File: src/hdl/esc_pkg.sv
`timescale 1ns / 1ps
// ----------------------------------------------------------------------------
// esc_pkg
// Shared types and constants for the epoch-seconds to UTC calendar converter:
// divider digit size, calendar constants and reciprocal multipliers.
// ----------------------------------------------------------------------------
package esc_pkg;

    localparam int DIGIT_W = 4;

    localparam int SECS_PER_DAY = 86400;
    localparam int DAY_SHIFT    = 7;
    localparam int DAY_ODD      = 675;
    localparam int ERA_DAYS     = 146097;
    localparam int CIVIL_SHIFT  = 719468;
    localparam int LAST_DOE     = 146096;

    localparam int REM_W  = 17;
    localparam int DOE_W  = 18;
    localparam int YOE_W  = 9;
    localparam int DOY_W  = 9;
    localparam int MP_W   = 4;
    localparam int YEAR_W = 16;
    localparam int MTOT_W = 11;

    // floor(x / D) == (x * M) >> S for every x of the stated width
    localparam int S_DIV1460  = 29;
    localparam logic [18:0] M_DIV1460 =
        19'(((64'd1 << S_DIV1460) + 64'd1459) / 64'd1460);
    localparam int S_DIV36524 = 34;
    localparam logic [18:0] M_DIV36524 =
        19'(((64'd1 << S_DIV36524) + 64'd36523) / 64'd36524);
    localparam int S_DIV365   = 27;
    localparam logic [18:0] M_DIV365 =
        19'(((64'd1 << S_DIV365) + 64'd364) / 64'd365);
    localparam int S_DIV7     = 21;
    localparam logic [18:0] M_DIV7 =
        19'(((64'd1 << S_DIV7) + 64'd6) / 64'd7);
    localparam int S_DIV60    = 23;
    localparam logic [17:0] M_DIV60 =
        18'(((64'd1 << S_DIV60) + 64'd59) / 64'd60);
    localparam int S_DIV3600  = 29;
    localparam logic [17:0] M_DIV3600 =
        18'(((64'd1 << S_DIV3600) + 64'd3599) / 64'd3600);
    localparam int S_DIV100   = 16;
    localparam logic [9:0] M_DIV100 =
        10'(((64'd1 << S_DIV100) + 64'd99) / 64'd100);
    localparam int S_DIV153   = 19;
    localparam logic [11:0] M_DIV153 =
        12'(((64'd1 << S_DIV153) + 64'd152) / 64'd153);

    typedef logic [DOE_W-1:0]  t_doe;
    typedef logic [REM_W-1:0]  t_rem;
    typedef logic [YOE_W-1:0]  t_yoe;
    typedef logic [DOY_W-1:0]  t_doy;
    typedef logic [MP_W-1:0]   t_mp;
    typedef logic [YEAR_W-1:0] t_year;

    typedef struct packed {
        logic [4:0] hour;
        logic [5:0] minute;
        logic [5:0] second;
        logic [2:0] weekday;
    } t_tod;

    // days from March 1 to the first of each March-based month
    localparam t_doy MP_DAYS_BEFORE [0:11] = '{
        9'd0,   9'd31,  9'd61,  9'd92,  9'd122, 9'd153,
        9'd184, 9'd214, 9'd245, 9'd275, 9'd306, 9'd337
    };

    localparam t_mp MP_JANUARY = 4'd10;

endpackage

File: src/hdl/esc_in_if.sv
`timescale 1ns / 1ps
// ----------------------------------------------------------------------------
// esc_in_if
// Input channel: one signed epoch-seconds value per transfer.
// ----------------------------------------------------------------------------
interface esc_in_if #(
    parameter int EPOCH_SECONDS_WIDTH = 40
) ();
    logic                                  valid;
    logic                                  ready;
    logic signed [EPOCH_SECONDS_WIDTH-1:0] epoch_seconds;

    modport source (output valid, output epoch_seconds, input ready);
    modport sink   (input valid, input epoch_seconds, output ready);
endinterface

File: src/hdl/esc_out_if.sv
`timescale 1ns / 1ps
// ----------------------------------------------------------------------------
// esc_out_if
// Output channel: one broken-down UTC calendar time per transfer.
// ----------------------------------------------------------------------------
interface esc_out_if ();
    logic               valid;
    logic               ready;
    logic signed [15:0] year_since_1900;
    logic        [3:0]  month_index;
    logic        [4:0]  day_of_month;
    logic        [2:0]  weekday;
    logic        [8:0]  day_of_year;
    logic        [4:0]  hour_of_day;
    logic        [5:0]  minute_of_hour;
    logic        [5:0]  second_of_minute;

    modport source (
        output valid, output year_since_1900, output month_index, output day_of_month,
        output weekday, output day_of_year, output hour_of_day, output minute_of_hour,
        output second_of_minute, input ready
    );
    modport sink (
        input valid, input year_since_1900, input month_index, input day_of_month,
        input weekday, input day_of_year, input hour_of_day, input minute_of_hour,
        input second_of_minute, output ready
    );
endinterface

File: src/hdl/esc_cdiv.sv
`timescale 1ns / 1ps
// ----------------------------------------------------------------------------
// esc_cdiv
// Pipelined unsigned division by a constant, one DIGIT_W-bit quotient digit
// per stage, with a sideband word carried alongside and per-stage flow control.
// ----------------------------------------------------------------------------
module esc_cdiv import esc_pkg::*; #(
    parameter int WIDTH   = 33,
    parameter int DIVISOR = 675,
    parameter int SIDE_W  = 7
) (
    input  logic                        i_clk,
    input  logic                        i_rst_n,
    input  logic                        i_valid,
    output logic                        o_ready,
    input  logic [WIDTH-1:0]            i_dividend,
    input  logic [SIDE_W-1:0]           i_side,
    output logic                        o_valid,
    input  logic                        i_ready,
    output logic [WIDTH-1:0]            o_quotient,
    output logic [$clog2(DIVISOR)-1:0]  o_remainder,
    output logic [SIDE_W-1:0]           o_side
);

    localparam int RW   = $clog2(DIVISOR);
    localparam int NSTG = (WIDTH + DIGIT_W - 1) / DIGIT_W;
    localparam int PW   = NSTG * DIGIT_W;
    localparam int VW   = RW + DIGIT_W;

    logic [NSTG-1:0]   r_v;
    logic [RW-1:0]     r_rem  [NSTG];
    logic [PW-1:0]     r_work [NSTG];
    logic [SIDE_W-1:0] r_side [NSTG];

    logic [NSTG-1:0]   n_v;
    logic [RW-1:0]     n_rem  [NSTG];
    logic [PW-1:0]     n_work [NSTG];
    logic [SIDE_W-1:0] n_side [NSTG];
    logic [NSTG:0]     en;

    always_comb begin
        en[NSTG] = i_ready;
        for (int s = NSTG - 1; s >= 0; s--) begin
            en[s] = !r_v[s] || en[s+1];
        end
    end

    always_comb begin
        for (int s = 0; s < NSTG; s++) begin
            logic [RW-1:0]      rin;
            logic [PW-1:0]      win;
            logic [VW-1:0]      v;
            logic [DIGIT_W-1:0] q;
            if (s == 0) begin
                n_v[s]    = i_valid;
                rin       = '0;
                win       = PW'(i_dividend);
                n_side[s] = i_side;
            end else begin
                n_v[s]    = r_v[s-1];
                rin       = r_rem[s-1];
                win       = r_work[s-1];
                n_side[s] = r_side[s-1];
            end
            v = {rin, win[PW-1 -: DIGIT_W]};
            q = '0;
            for (int j = 1; j < (1 << DIGIT_W); j++) begin
                if (v >= VW'(j * DIVISOR)) begin
                    q = DIGIT_W'(j);
                end
            end
            n_rem[s]  = RW'(v - VW'(q) * VW'(DIVISOR));
            n_work[s] = {win[PW-DIGIT_W-1:0], q};
        end
    end

    always_ff @(posedge i_clk) begin
        for (int s = 0; s < NSTG; s++) begin
            if (!i_rst_n) begin
                r_v[s] <= 1'b0;
            end else if (en[s]) begin
                r_v[s] <= n_v[s];
            end
            if (en[s]) begin
                r_rem[s]  <= n_rem[s];
                r_work[s] <= n_work[s];
                r_side[s] <= n_side[s];
            end
        end
    end

    assign o_ready     = en[0];
    assign o_valid     = r_v[NSTG-1];
    assign o_quotient  = r_work[NSTG-1][WIDTH-1:0];
    assign o_remainder = r_rem[NSTG-1];
    assign o_side      = r_side[NSTG-1];

endmodule

File: src/hdl/epoch_seconds_to_utc_calendar.sv
`timescale 1ns / 1ps
// ----------------------------------------------------------------------------
// epoch_seconds_to_utc_calendar
// Converts signed Unix seconds to broken-down proleptic Gregorian UTC time.
//
//   Channel  Dir  Payload
//   i_in     in   epoch_seconds (EPOCH_SECONDS_WIDTH bits, signed)
//   o_out    out  year_since_1900, month_index, day_of_month, weekday,
//                 day_of_year, hour_of_day, minute_of_hour, second_of_minute
//
// One transfer per cycle in and out while the output side is ready. The two
// digit-serial constant dividers split off seconds per day and days per era.
// Reset clears only the stage valid bits. On a stall a full stage holds while
// its successor cannot advance, and empty stages keep filling.
// ----------------------------------------------------------------------------
module epoch_seconds_to_utc_calendar import esc_pkg::*; #(
    parameter int EPOCH_SECONDS_WIDTH = 40
) (
    input logic       i_clk,
    input logic       i_rst_n,
    esc_in_if.sink    i_in,
    esc_out_if.source o_out
);

    localparam int W   = EPOCH_SECONDS_WIDTH;
    localparam int Q1W = W - DAY_SHIFT;
    localparam int ZW  = ((W - 16 > 21) ? W - 16 : 21) + 1;
    localparam int NST = 7;

    localparam logic [63:0] BIAS1 = 64'd1 << (W - 1);
    localparam logic [63:0] QB1   = BIAS1 / 64'(SECS_PER_DAY);
    localparam logic [63:0] RB1   = BIAS1 % 64'(SECS_PER_DAY);
    localparam logic [63:0] BIAS2 = 64'd1 << (ZW - 1);
    localparam logic [63:0] QB2   = BIAS2 / 64'(ERA_DAYS);
    localparam logic [63:0] RB2   = BIAS2 % 64'(ERA_DAYS);
    localparam logic [ZW-1:0] ZOFF  = ZW'(QB1 - 64'(CIVIL_SHIFT));
    localparam logic [ZW-1:0] ZSIGN = ZW'(1) << (ZW - 1);

    // ---------------- day split: seconds / 86400 ----------------
    logic [W-1:0]         in_u;
    logic                 d1_ready;
    logic                 d1_valid;
    logic [Q1W-1:0]       d1_quo;
    logic [9:0]           d1_rem;
    logic [DAY_SHIFT-1:0] d1_side;
    logic                 en_b;

    assign in_u       = {~i_in.epoch_seconds[W-1], i_in.epoch_seconds[W-2:0]};
    assign i_in.ready = d1_ready;

    esc_cdiv #(
        .WIDTH   (Q1W),
        .DIVISOR (DAY_ODD),
        .SIDE_W  (DAY_SHIFT)
    ) u_div_day (
        .i_clk       (i_clk),
        .i_rst_n     (i_rst_n),
        .i_valid     (i_in.valid),
        .o_ready     (d1_ready),
        .i_dividend  (in_u[W-1:DAY_SHIFT]),
        .i_side      (in_u[DAY_SHIFT-1:0]),
        .o_valid     (d1_valid),
        .i_ready     (en_b),
        .o_quotient  (d1_quo),
        .o_remainder (d1_rem),
        .o_side      (d1_side)
    );

    // ---------------- remove bias, shift to March-based day ----------------
    logic          r_vb;
    logic [ZW-1:0] r_uz;
    t_rem          r_b_rem;
    logic          d2_ready;
    t_rem          rem_u;
    logic          brw1;
    logic [ZW-1:0] z;

    assign en_b  = !r_vb || d2_ready;
    assign rem_u = {d1_rem, d1_side};
    assign brw1  = rem_u < REM_W'(RB1);
    assign z     = d1_quo[ZW-1:0] - ZOFF - ZW'(brw1);

    always_ff @(posedge i_clk) begin
        if (!i_rst_n) begin
            r_vb <= 1'b0;
        end else if (en_b) begin
            r_vb <= d1_valid;
        end
        if (en_b) begin
            r_uz    <= z ^ ZSIGN;
            r_b_rem <= rem_u - REM_W'(RB1) + (brw1 ? REM_W'(SECS_PER_DAY) : '0);
        end
    end

    // ---------------- era split: day / 146097 ----------------
    logic          d2_valid;
    logic [ZW-1:0] d2_quo;
    t_doe          d2_rem;
    t_rem          d2_side;
    logic [NST:0]  en;
    logic [NST-1:0] r_v;

    esc_cdiv #(
        .WIDTH   (ZW),
        .DIVISOR (ERA_DAYS),
        .SIDE_W  (REM_W)
    ) u_div_era (
        .i_clk       (i_clk),
        .i_rst_n     (i_rst_n),
        .i_valid     (r_vb),
        .o_ready     (d2_ready),
        .i_dividend  (r_uz),
        .i_side      (r_b_rem),
        .o_valid     (d2_valid),
        .i_ready     (en[0]),
        .o_quotient  (d2_quo),
        .o_remainder (d2_rem),
        .o_side      (d2_side)
    );

    always_comb begin
        en[NST] = o_out.ready;
        for (int k = NST - 1; k >= 0; k--) begin
            en[k] = !r_v[k] || en[k+1];
        end
    end

    always_ff @(posedge i_clk) begin
        for (int k = 0; k < NST; k++) begin
            if (!i_rst_n) begin
                r_v[k] <= 1'b0;
            end else if (en[k]) begin
                r_v[k] <= (k == 0) ? d2_valid : r_v[(k == 0) ? 0 : k - 1];
            end
        end
    end

    // ---------------- C: era and day of era ----------------
    logic  [15:0] r_c_era;
    t_doe         r_c_doe;
    t_rem         r_c_rem;
    logic         brw2;

    assign brw2 = d2_rem < DOE_W'(RB2);

    always_ff @(posedge i_clk) begin
        if (en[0]) begin
            r_c_era <= d2_quo[15:0] - 16'(QB2) - 16'(brw2);
            r_c_doe <= d2_rem - DOE_W'(RB2) + (brw2 ? DOE_W'(ERA_DAYS) : '0);
            r_c_rem <= d2_side;
        end
    end

    // ---------------- D: reciprocal products ----------------
    t_doe              r_d_doe;
    t_rem              r_d_rem;
    t_year             r_d_yb;
    logic [6:0]        r_d_q1460;
    logic [2:0]        r_d_q36524;
    logic [14:0]       r_d_q7;
    logic [MTOT_W-1:0] r_d_mtot;
    logic [4:0]        r_d_hour;
    logic [36:0]       p1460;
    logic [36:0]       p36524;
    logic [36:0]       p7;
    logic [34:0]       p60;
    logic [34:0]       p3600;

    assign p1460  = 37'(r_c_doe) * 37'(M_DIV1460);
    assign p36524 = 37'(r_c_doe) * 37'(M_DIV36524);
    assign p7     = 37'(r_c_doe + DOE_W'(3)) * 37'(M_DIV7);
    assign p60    = 35'(r_c_rem) * 35'(M_DIV60);
    assign p3600  = 35'(r_c_rem) * 35'(M_DIV3600);

    always_ff @(posedge i_clk) begin
        if (en[1]) begin
            r_d_doe    <= r_c_doe;
            r_d_rem    <= r_c_rem;
            r_d_yb     <= r_c_era * 16'd400 - 16'd1900;
            r_d_q1460  <= p1460[S_DIV1460 +: 7];
            r_d_q36524 <= p36524[S_DIV36524 +: 3];
            r_d_q7     <= p7[S_DIV7 +: 15];
            r_d_mtot   <= p60[S_DIV60 +: MTOT_W];
            r_d_hour   <= p3600[S_DIV3600 +: 5];
        end
    end

    // ---------------- E: year-of-era numerator, time of day ----------------
    logic [DOE_W-1:0] r_e_t;
    t_doe             r_e_doe;
    t_year            r_e_yb;
    t_tod             r_e_tod;
    t_doe             x7;

    assign x7 = r_d_doe + DOE_W'(3);

    always_ff @(posedge i_clk) begin
        if (en[2]) begin
            r_e_t <= r_d_doe - DOE_W'(r_d_q1460) + DOE_W'(r_d_q36524)
                   - DOE_W'(r_d_doe == DOE_W'(LAST_DOE));
            r_e_doe         <= r_d_doe;
            r_e_yb          <= r_d_yb;
            r_e_tod.hour    <= r_d_hour;
            r_e_tod.minute  <= 6'(r_d_mtot - MTOT_W'(r_d_hour) * MTOT_W'(60));
            r_e_tod.second  <= 6'(r_d_rem - REM_W'(r_d_mtot) * REM_W'(60));
            r_e_tod.weekday <= 3'(x7 - DOE_W'(r_d_q7) * DOE_W'(7));
        end
    end

    // ---------------- F: year of era ----------------
    t_yoe        r_f_yoe;
    t_doe        r_f_doe;
    t_year       r_f_yb;
    t_tod        r_f_tod;
    logic [36:0] p365;

    assign p365 = 37'(r_e_t) * 37'(M_DIV365);

    always_ff @(posedge i_clk) begin
        if (en[3]) begin
            r_f_yoe <= p365[S_DIV365 +: YOE_W];
            r_f_doe <= r_e_doe;
            r_f_yb  <= r_e_yb;
            r_f_tod <= r_e_tod;
        end
    end

    // ---------------- G: day of March-based year, leap flag ----------------
    t_doy        r_g_doy;
    logic        r_g_leap;
    t_year       r_g_ysum;
    t_tod        r_g_tod;
    logic [18:0] p100;
    t_doe        yoe_days;

    assign p100     = 19'(r_f_yoe) * 19'(M_DIV100);
    assign yoe_days = DOE_W'(r_f_yoe) * DOE_W'(365) + DOE_W'(r_f_yoe >> 2)
                    - DOE_W'(p100[S_DIV100 +: 2]);

    always_ff @(posedge i_clk) begin
        if (en[4]) begin
            r_g_doy  <= DOY_W'(r_f_doe - yoe_days);
            r_g_leap <= (r_f_yoe[1:0] == 2'd0) && (r_f_yoe != YOE_W'(100))
                     && (r_f_yoe != YOE_W'(200)) && (r_f_yoe != YOE_W'(300));
            r_g_ysum <= r_f_yb + YEAR_W'(r_f_yoe);
            r_g_tod  <= r_f_tod;
        end
    end

    // ---------------- H: March-based month ----------------
    t_mp         r_h_mp;
    t_doy        r_h_doy;
    logic        r_h_leap;
    t_year       r_h_ysum;
    t_tod        r_h_tod;
    logic [10:0] x153;
    logic [22:0] p153;

    assign x153 = {r_g_doy, 2'b00} + 11'(r_g_doy) + 11'd2;
    assign p153 = 23'(x153) * 23'(M_DIV153);

    always_ff @(posedge i_clk) begin
        if (en[5]) begin
            r_h_mp   <= p153[S_DIV153 +: MP_W];
            r_h_doy  <= r_g_doy;
            r_h_leap <= r_g_leap;
            r_h_ysum <= r_g_ysum;
            r_h_tod  <= r_g_tod;
        end
    end

    // ---------------- I: output register ----------------
    t_year      r_o_year;
    logic [3:0] r_o_mon;
    logic [4:0] r_o_dom;
    t_doy       r_o_yday;
    t_tod       r_o_tod;
    logic       jan_feb;

    assign jan_feb = r_h_mp >= MP_JANUARY;

    always_ff @(posedge i_clk) begin
        if (en[6]) begin
            r_o_year <= r_h_ysum + YEAR_W'(jan_feb);
            r_o_mon  <= jan_feb ? r_h_mp - MP_JANUARY : r_h_mp + MP_W'(2);
            r_o_dom  <= 5'(r_h_doy - MP_DAYS_BEFORE[r_h_mp] + DOY_W'(1));
            r_o_yday <= jan_feb ? r_h_doy - DOY_W'(306)
                                : r_h_doy + DOY_W'(59) + DOY_W'(r_h_leap);
            r_o_tod  <= r_h_tod;
        end
    end

    assign o_out.valid            = r_v[NST-1];
    assign o_out.year_since_1900  = r_o_year;
    assign o_out.month_index      = r_o_mon;
    assign o_out.day_of_month     = r_o_dom;
    assign o_out.weekday          = r_o_tod.weekday;
    assign o_out.day_of_year      = r_o_yday;
    assign o_out.hour_of_day      = r_o_tod.hour;
    assign o_out.minute_of_hour   = r_o_tod.minute;
    assign o_out.second_of_minute = r_o_tod.second;

endmodule

File: src/flat_wrapper.sv
// flat-port wrapper written by rule: the top's interface ports become plain ports
module epoch_seconds_to_utc_calendar_flat import esc_pkg::*;
#(
    parameter int EPOCH_SECONDS_WIDTH = 40
)
  (i_clk, i_rst_n, i_in_valid, i_in_epoch_seconds, i_in_ready, o_out_valid, o_out_year_since_1900, o_out_month_index, o_out_day_of_month, o_out_weekday, o_out_day_of_year, o_out_hour_of_day, o_out_minute_of_hour, o_out_second_of_minute, o_out_ready);
  esc_in_if #(.EPOCH_SECONDS_WIDTH(EPOCH_SECONDS_WIDTH)) i_in_i ();
  esc_out_if o_out_i ();
  input logic i_clk;
  input logic i_rst_n;
  input wire logic [$bits(i_in_i.valid)-1:0] i_in_valid;
  input wire logic [$bits(i_in_i.epoch_seconds)-1:0] i_in_epoch_seconds;
  output wire logic [$bits(i_in_i.ready)-1:0] i_in_ready;
  output wire logic [$bits(o_out_i.valid)-1:0] o_out_valid;
  output wire logic [$bits(o_out_i.year_since_1900)-1:0] o_out_year_since_1900;
  output wire logic [$bits(o_out_i.month_index)-1:0] o_out_month_index;
  output wire logic [$bits(o_out_i.day_of_month)-1:0] o_out_day_of_month;
  output wire logic [$bits(o_out_i.weekday)-1:0] o_out_weekday;
  output wire logic [$bits(o_out_i.day_of_year)-1:0] o_out_day_of_year;
  output wire logic [$bits(o_out_i.hour_of_day)-1:0] o_out_hour_of_day;
  output wire logic [$bits(o_out_i.minute_of_hour)-1:0] o_out_minute_of_hour;
  output wire logic [$bits(o_out_i.second_of_minute)-1:0] o_out_second_of_minute;
  input wire logic [$bits(o_out_i.ready)-1:0] o_out_ready;
  assign i_in_i.valid = i_in_valid;
  assign i_in_i.epoch_seconds = i_in_epoch_seconds;
  assign i_in_ready = i_in_i.ready;
  assign o_out_valid = o_out_i.valid;
  assign o_out_year_since_1900 = o_out_i.year_since_1900;
  assign o_out_month_index = o_out_i.month_index;
  assign o_out_day_of_month = o_out_i.day_of_month;
  assign o_out_weekday = o_out_i.weekday;
  assign o_out_day_of_year = o_out_i.day_of_year;
  assign o_out_hour_of_day = o_out_i.hour_of_day;
  assign o_out_minute_of_hour = o_out_i.minute_of_hour;
  assign o_out_second_of_minute = o_out_i.second_of_minute;
  assign o_out_i.ready = o_out_ready;
  epoch_seconds_to_utc_calendar #(.EPOCH_SECONDS_WIDTH(EPOCH_SECONDS_WIDTH)) u_core (.i_clk(i_clk), .i_rst_n(i_rst_n), .i_in(i_in_i), .o_out(o_out_i));
endmodule
File: config.mk
export PLATFORM = sky130hd
export DESIGN_NAME = epoch_seconds_to_utc_calendar_flat
export DESIGN_NICKNAME = d
export VERILOG_FILES = /design/src/hdl/esc_pkg.sv /design/src/hdl/esc_in_if.sv /design/src/hdl/esc_out_if.sv /design/src/hdl/esc_cdiv.sv /design/src/hdl/epoch_seconds_to_utc_calendar.sv /design/src/flat_wrapper.sv
export SDC_FILE = /design/constraint.sdc
export NUM_CORES = 2
export LEC_CHECK = 0
export ABC_AREA = 0
export BUFFER_PORTS_ARGS = -buffer_cell sky130_fd_sc_hd__buf_2
export CAP_MARGIN = 20
export CORE_MARGIN = 2
export CORE_UTILIZATION = 60
export DETAILED_ROUTE_END_ITERATION = 7
export GPL_ROUTABILITY_DRIVEN = 0
export PLACE_DENSITY = 0.79
export SLEW_MARGIN = 0
export SYNTH_ARGS = -nofsm -noshare
export SYNTH_HDL_FRONTEND = slang
export SYNTH_SLANG_ARGS = --single-unit
File: constraint.sdc
create_clock -name i_clk -period 9.9 [get_ports i_clk]
set_input_delay 0.495 -clock i_clk [delete_from_list [all_inputs] [get_ports i_clk]]
set_output_delay 0.495 -clock i_clk [all_outputs]
set_load 0.02 [all_outputs]
## After elaboration in Yosys (flattened, before gate mapping)

Memory sizes are Yosys's and may differ from the RTL's. A register that Yosys moved wholly into a read port is not among the register bits.
Cells that the tools add are included.

- Muxes and demuxes: 278
- Equal/unequal tests: 4
- Divide/modulo/power cells: 0
- Multipliers: 29
- Shift-type cells: 0
- $lt $le $gt $ge: 244
- Add/sub/neg operators: 47
- Bitwise gates (word level): 3
- Reduce and logical (&&, ||, !) cells: 52

Operators with widths:

| operator | count |
|---|---|
| $ge 22x21->1 const B | 42 |
| $mux 4 | 225 |
| $ge 14x13->1 const B | 48 |
| $ge 22x20->1 const B | 24 |
| $ge 14x12->1 const B | 24 |
| $ge 14x14->1 const B | 24 |
| $ge 22x19->1 const B | 12 |
| $ge 14x11->1 const B | 16 |
| $ge 1x21->1 const B | 7 |
| $ge 22x18->1 const B | 6 |
| $ge 22x22->1 const B | 6 |
| $mul 4x18->18 const B | 7 |
| $ge 14x10->1 const B | 8 |
| $sub 18x18->18 | 6 |
| $mul 4x10->10 const B | 9 |
| $ge 1x20->1 const B | 4 |
| $sub 10x10->10 | 8 |
| $ge 1x13->1 const B | 6 |
| $mul 17x18->34 const B | 2 |
| $mul 18x16->33 const B | 2 |
| $mux 1 | 48 |
| $ge 1x14->1 const B | 3 |
| $ge 1x19->1 const B | 2 |
| $mul 18x19->37 const B | 1 |
| other kinds (63) | 117 |

- Memories: 7
- Word-level logic and storage cells: 737
- Output and inout bits: 56
- Bits in writable memories: 918
- Latch bits: 0
- ROM bits: 144
- Register bits: 448

Memory list:

| name | depth | width | read ports | clocked after memory_dff | wr ports | line | source |
|---|---|---|---|---|---|---|---|
| u_core.u_div_day.r_work | 9 | 36 | 9 | 0 | 9 | esc_cdiv.sv:32 | `logic [PW-1:0] r_work [NSTG];` |
| u_core.u_div_era.r_work | 7 | 28 | 7 | 0 | 7 | esc_cdiv.sv:32 |  |
| (no name shown) | 16 | 9 | 1 | 0 | 0 | epoch_seconds_to_utc_calendar.sv:286 | `r_o_dom <= 5'(r_h_doy - MP_DAYS_BEFORE[r_h_mp] + DOY_W'(1));` |
| u_core.u_div_era.r_rem | 7 | 18 | 7 | 0 | 7 | esc_cdiv.sv:31 | `logic [RW-1:0] r_rem [NSTG];` |
| u_core.u_div_era.r_side | 7 | 17 | 7 | 1 | 7 | esc_cdiv.sv:33 | `logic [SIDE_W-1:0] r_side [NSTG];` |
| u_core.u_div_day.r_rem | 9 | 10 | 9 | 0 | 9 | esc_cdiv.sv:31 |  |
| 1 more memories | n/a | n/a | n/a | n/a | n/a | n/a |  |

## Depth between registers and ports, before layout

- Word-level depth: 27
- Mapped depth: 31
- Depth with buffers taken out: 31

## Modules after synthesis

Synthesis repeated with hierarchy kept, for this count alone.

- Cell total of the unflattened synthesis: 7528
- Area total of the unflattened synthesis: 88645.0 µm²

Modules (own cells, without submodules):

| module | instances | cells an instance | area each (µm²) |
|---|---|---|---|
| epoch_seconds_to_utc_calendar | 1 | 3953 | 46599.7 |
| esc_cdiv at u_core.u_div_day | 1 | 1723 | 21176.6 |
| esc_cdiv at u_core.u_div_era | 1 | 1852 | 20868.8 |

## Least setup slack after synthesis

Ideal clock, no wire load.

- Kind: flip-flop to flip-flop
- From: register u_core.r_g_doy[0]
- To: register u_core.r_h_mp[3], data pin
- Slack: 3.672 ns
- Data arrival time: 5.968 ns
- Required time: 9.640 ns
- Path buffers: 0
- Library setup time: 0.260 ns
- Stages on the path, launching flop included: 25
- Cell sequence: edfxtp_1 ha_1 a21o_1 a21oi_1 o21bai_1 a21oi_1 nor2b_1 o21a_1 o31a_1 xor2_1 ha_1 fa_1 inv_1 fa_1 inv_1 fa_1 ha_1 ha_1 and4_1 o21ai_0 a2111oi_0 o31ai_1 a211oi_1 a21oi_1 xnor2_1

- Longest elaborated chain between the ends: 3

RTL lines:

| what | line | source |
|---|---|---|
| start, declared | epoch_seconds_to_utc_calendar.sv:229 | `t_doy r_g_doy;` |
| start signal, assigned | epoch_seconds_to_utc_calendar.sv:242 | `r_g_doy <= DOY_W'(r_f_doe - yoe_days);` |
| $add 11x9->11 | epoch_seconds_to_utc_calendar.sv:259 | `assign x153 = {r_g_doy, 2'b00} + 11'(r_g_doy) + 11'd2;` |
| $add 11x2->11 | epoch_seconds_to_utc_calendar.sv:259 |  |
| $mul 11x12->23 | epoch_seconds_to_utc_calendar.sv:260 | `assign p153 = 23'(x153) * 23'(M_DIV153);` |
| net u_core.p153[22] | epoch_seconds_to_utc_calendar.sv:257 | `logic [22:0] p153;` |
| end signal, assigned | epoch_seconds_to_utc_calendar.sv:264 | `r_h_mp <= p153[S_DIV153 +: MP_W];` |
| end, declared | epoch_seconds_to_utc_calendar.sv:251 | `t_mp r_h_mp;` |

The timed path passes the listed nets, and every way through them passes these cells.
A chain may end at the register's enable or synchronous reset.

## Worst setup path in the final report

Ends and elaborated chain as after synthesis.

==> flow_summary_export.csv <==
group,metric,value,unit
grt,grt_start_max_net_pins,64,
detailed_routing,wire_per_inst,17.7,um
synth,avgSynthCellArea,11.7,um^2
die,rows,140,
synth,synthCells,7493,
clock_network,post_cts_buffers,0,
clock_network,clock_sinks,1131,
final_layout,final_util,64.8,%
final_layout,n_antenna_cell,0,
clock_network,cts.clk_slew.worst_paths,0.06,ns
clock_network,numCtsBuffers,112,
timing,tns,0,ns
die,start_util,60.2,%
synth,post-synth-top-area-cell,"edfxtp_1",
synth,synth_area,87400,um^2
clock_network,htree_num_levels,3,
final_layout,nets,9632,
clock_network,clkLatencyLatePin,0.76,ns
timing,slew_headroom,28.4,%
critical_path,cp-end-kind,"flip-flop",
detailed_routing,num_vias,55500,
clock_network,clock_path_buffers,3,
detailed_routing,wirelength,170000,um
clock_network,cts-root-buf,"clkbuf_16",
timing,setup_viol,0,
detailed_routing,avgViaCountPerCell,5.77,
final_layout,n_fill_cell,10400,
detailed_routing,drc,1,
run_status,run_status,"finished with violations",
final_layout,areaGrowthSynthToFinish,7.70,%
synth,netlist.area_leader.share,38.0,%
synth,seq_area_frac_synth,38.6,%
critical_path,path_class,"flip-flop to flip-flop",
grt,first_global_vias,57400,
grt,grt_pass1_wl,285000,um
timing,rsz0062_at_grt,"no",
timing,period_share,68.4,%
run_status,failed_checks,"design-rule violations",
die,die_w,386,um
grt,track_usage,23.4,%
timing,slew_violations,0,
timing,fmax,0.148,GHz
worst_hold_path,hold_path_class,"input port to flip-flop",
timing,tightestPinTransition,1.07,ns
critical_path,crit_path_start_kind,"flip-flop",
detailed_routing,dr.pass1.iters,8,
critical_path,cp.arrival,7.25,ns
timing,finalClockSkew,0.0709,ns
die,ios,100,
timing,hold_viol,0,
die,die_area,149000,um^2
detailed_routing,drtIter0Drc,4957,
job,cap_violations,0,
synth,synth_ff_type,"edfxtp_1",
synth,synth-seq-cells,1131,
placement,dp_hpwl,131000,um
synth,ys_types,99,
detailed_routing,ant_nets,0,
final_layout,final_layout_size_suffix_gt1_share,5.08,%
synth,async_flop_share,0,%
synth,yosysWarnings,0,
synth,synth_top_cells_by_area,"edfxtp_1 (38%), ha_1 (19%), fa_1 (15%)",
die,core,145000,um^2
synth,synth_edf_count,1107,
die,die_h,386,um
critical_path,critPathMaxFanout,8,
critical_path,required,10.38,ns
clock_network,cts_tree,"done",
grt,overflow,0,
grt,antenna_found_initial,0,
placement,port-buffer-count,99,
timing,fin_crit,6.77,ns
## flip-flops by register name, summed over array words and instances, names as in the netlist, 25 cells and up
register,count
u_core.u_div_day.r_work,235
u_core.u_div_day.r_side,63
u_core.u_div_era.r_side,119
u_core.u_div_day.r_rem,77
u_core.u_div_era.r_work,108
u_core.r_uz,25
u_core.u_div_era.r_rem,97
## layout by cell type, fill, tap and decap left out, drive strengths merged, types with 126 or more instances in the layout
| master | n |
|---|---|
| ha | 1330 |
| o21ai | 218 |
| edfxtp | 1107 |
| buf | 126 |
| nand2 | 235 |
| nor2 | 255 |
| a21oi | 272 |
| clkbuf | 133 |
| fa | 658 |
| nor3 | 133 |
| inv | 1433 |
| xnor2 | 314 |
## cells by family (layout without fill, tap and decap cells)
kind of cell               Yosys count  in the layout  share of synthesized area, %
DFF                               1131           1131                          38.6
adders and majority gates         1988           1988                          34.1
xor gates and xnor gates           416            416                          4.21
and+or+nand+nor                   1178           1178                          6.93
muxes                               18             18                         0.226
other                                2              4                       0.00859
AOI/OAI and AO/OA                 1149           1149                          8.94
buffers and inverters             1611           1815                          7.00
## through the flow
stage / setup WS, ns / hold slack (ns) / cells / cell area (um^2)
5_1_grt: 2.71 / 0.228 / 9616 / 94200
2_1_floorplan: 3.67 / 0.400 / 7495 / 87400
3_5_place_dp: 3.16 / 0.405 / 9359 / 89800
6_report: 3.13 / 0.216 / 9616 / 94200
4_1_cts: 3.14 / 0.159 / 9613 / 94100
3_3_place_gp: 3.27 / 0.400 / 9358 / 89800
## layer usage
metal,wire (um),part of all wire [%],up-vias,GRT usage [%]
li1,-,-,26300,-
met1,69300,41,26900,29.8
met2,86700,51,1972,41.9
met3,9890,5.8,403,3.24
met4,4250,2.5,0,5.96
met5,0,0,-,0
## timing repair
action | in CTS | in global routing
hold buffers | 41 | 0
hold endpoints to repair | 41 | 0
resized for setup | 0 | 0
endpoints found under the setup margin | 0 | 0
## final timing paths
check | slack, ns | endpoint | start | cells after the start
worst max-delay path | 3.13 | u_core.r_h_mp[3]$_DFFE_PP_ | u_core.r_g_doy[0]$_DFFE_PP_ | 24
worst min-delay path | 0.22 | u_core.r_v[5]$_SDFFE_PN0P_ | o_out_ready | 4
worst max register to register | 3.13 | u_core.r_h_mp[3]$_DFFE_PP_ | u_core.r_g_doy[0]$_DFFE_PP_ | 24
worst min register to register | 0.39 | u_core.u_div_era.r_work[2][23]$_DFFE_PP_ | u_core.u_div_era.r_work[1][19]$_DFFE_PP_ | 0
## worst max-delay path, stage by stage (launching register included)
cell and delay, ns:
edfxtp_1 0.54, ha_1 0.38, a21o_1 0.18, a21oi_1 0.23, o21bai_1 0.10, a21oi_1 0.23, nor2b_1 0.08, o21a_1 0.18
o31a_1 0.25, xor2_1 0.32, ha_1 0.37, fa_1 0.56, inv_1 0.06, fa_1 0.52, inv_1 0.05, fa_1 0.47
ha_1 0.31, ha_1 0.30, and4_1 0.18, o21ai_0 0.12, a2111oi_0 0.31, o31ai_1 0.17, a211oi_1 0.32, a21oi_1 0.13
xnor2_1 0.13
## cells in the mapped netlist, drive strengths merged (99+ instances only)
cell and count:
nor3 133, clkbuf 153, ha 1330, a21oi 272
xor2 99, xnor2 314, o21ai 218, fa 658
nand2 235, inv 1424, edfxtp 1107, nor2 255
## area by class of cell
class	instances	area, um^2	share of cell area [%]
clock buffer	131	2920	3.10
clock inverter	82	968	1.03
inverter	1433	5380	5.71
multi-input combinational	4753	47600	50.6
sequential	1131	33700	35.8
tap	1917	2400	2.55
timing repair buffer	169	1140	1.21
Power is left out: the tool's default activity adds up to more than one toggle a clock period on the data nets, which glitch-free logic cannot reach.
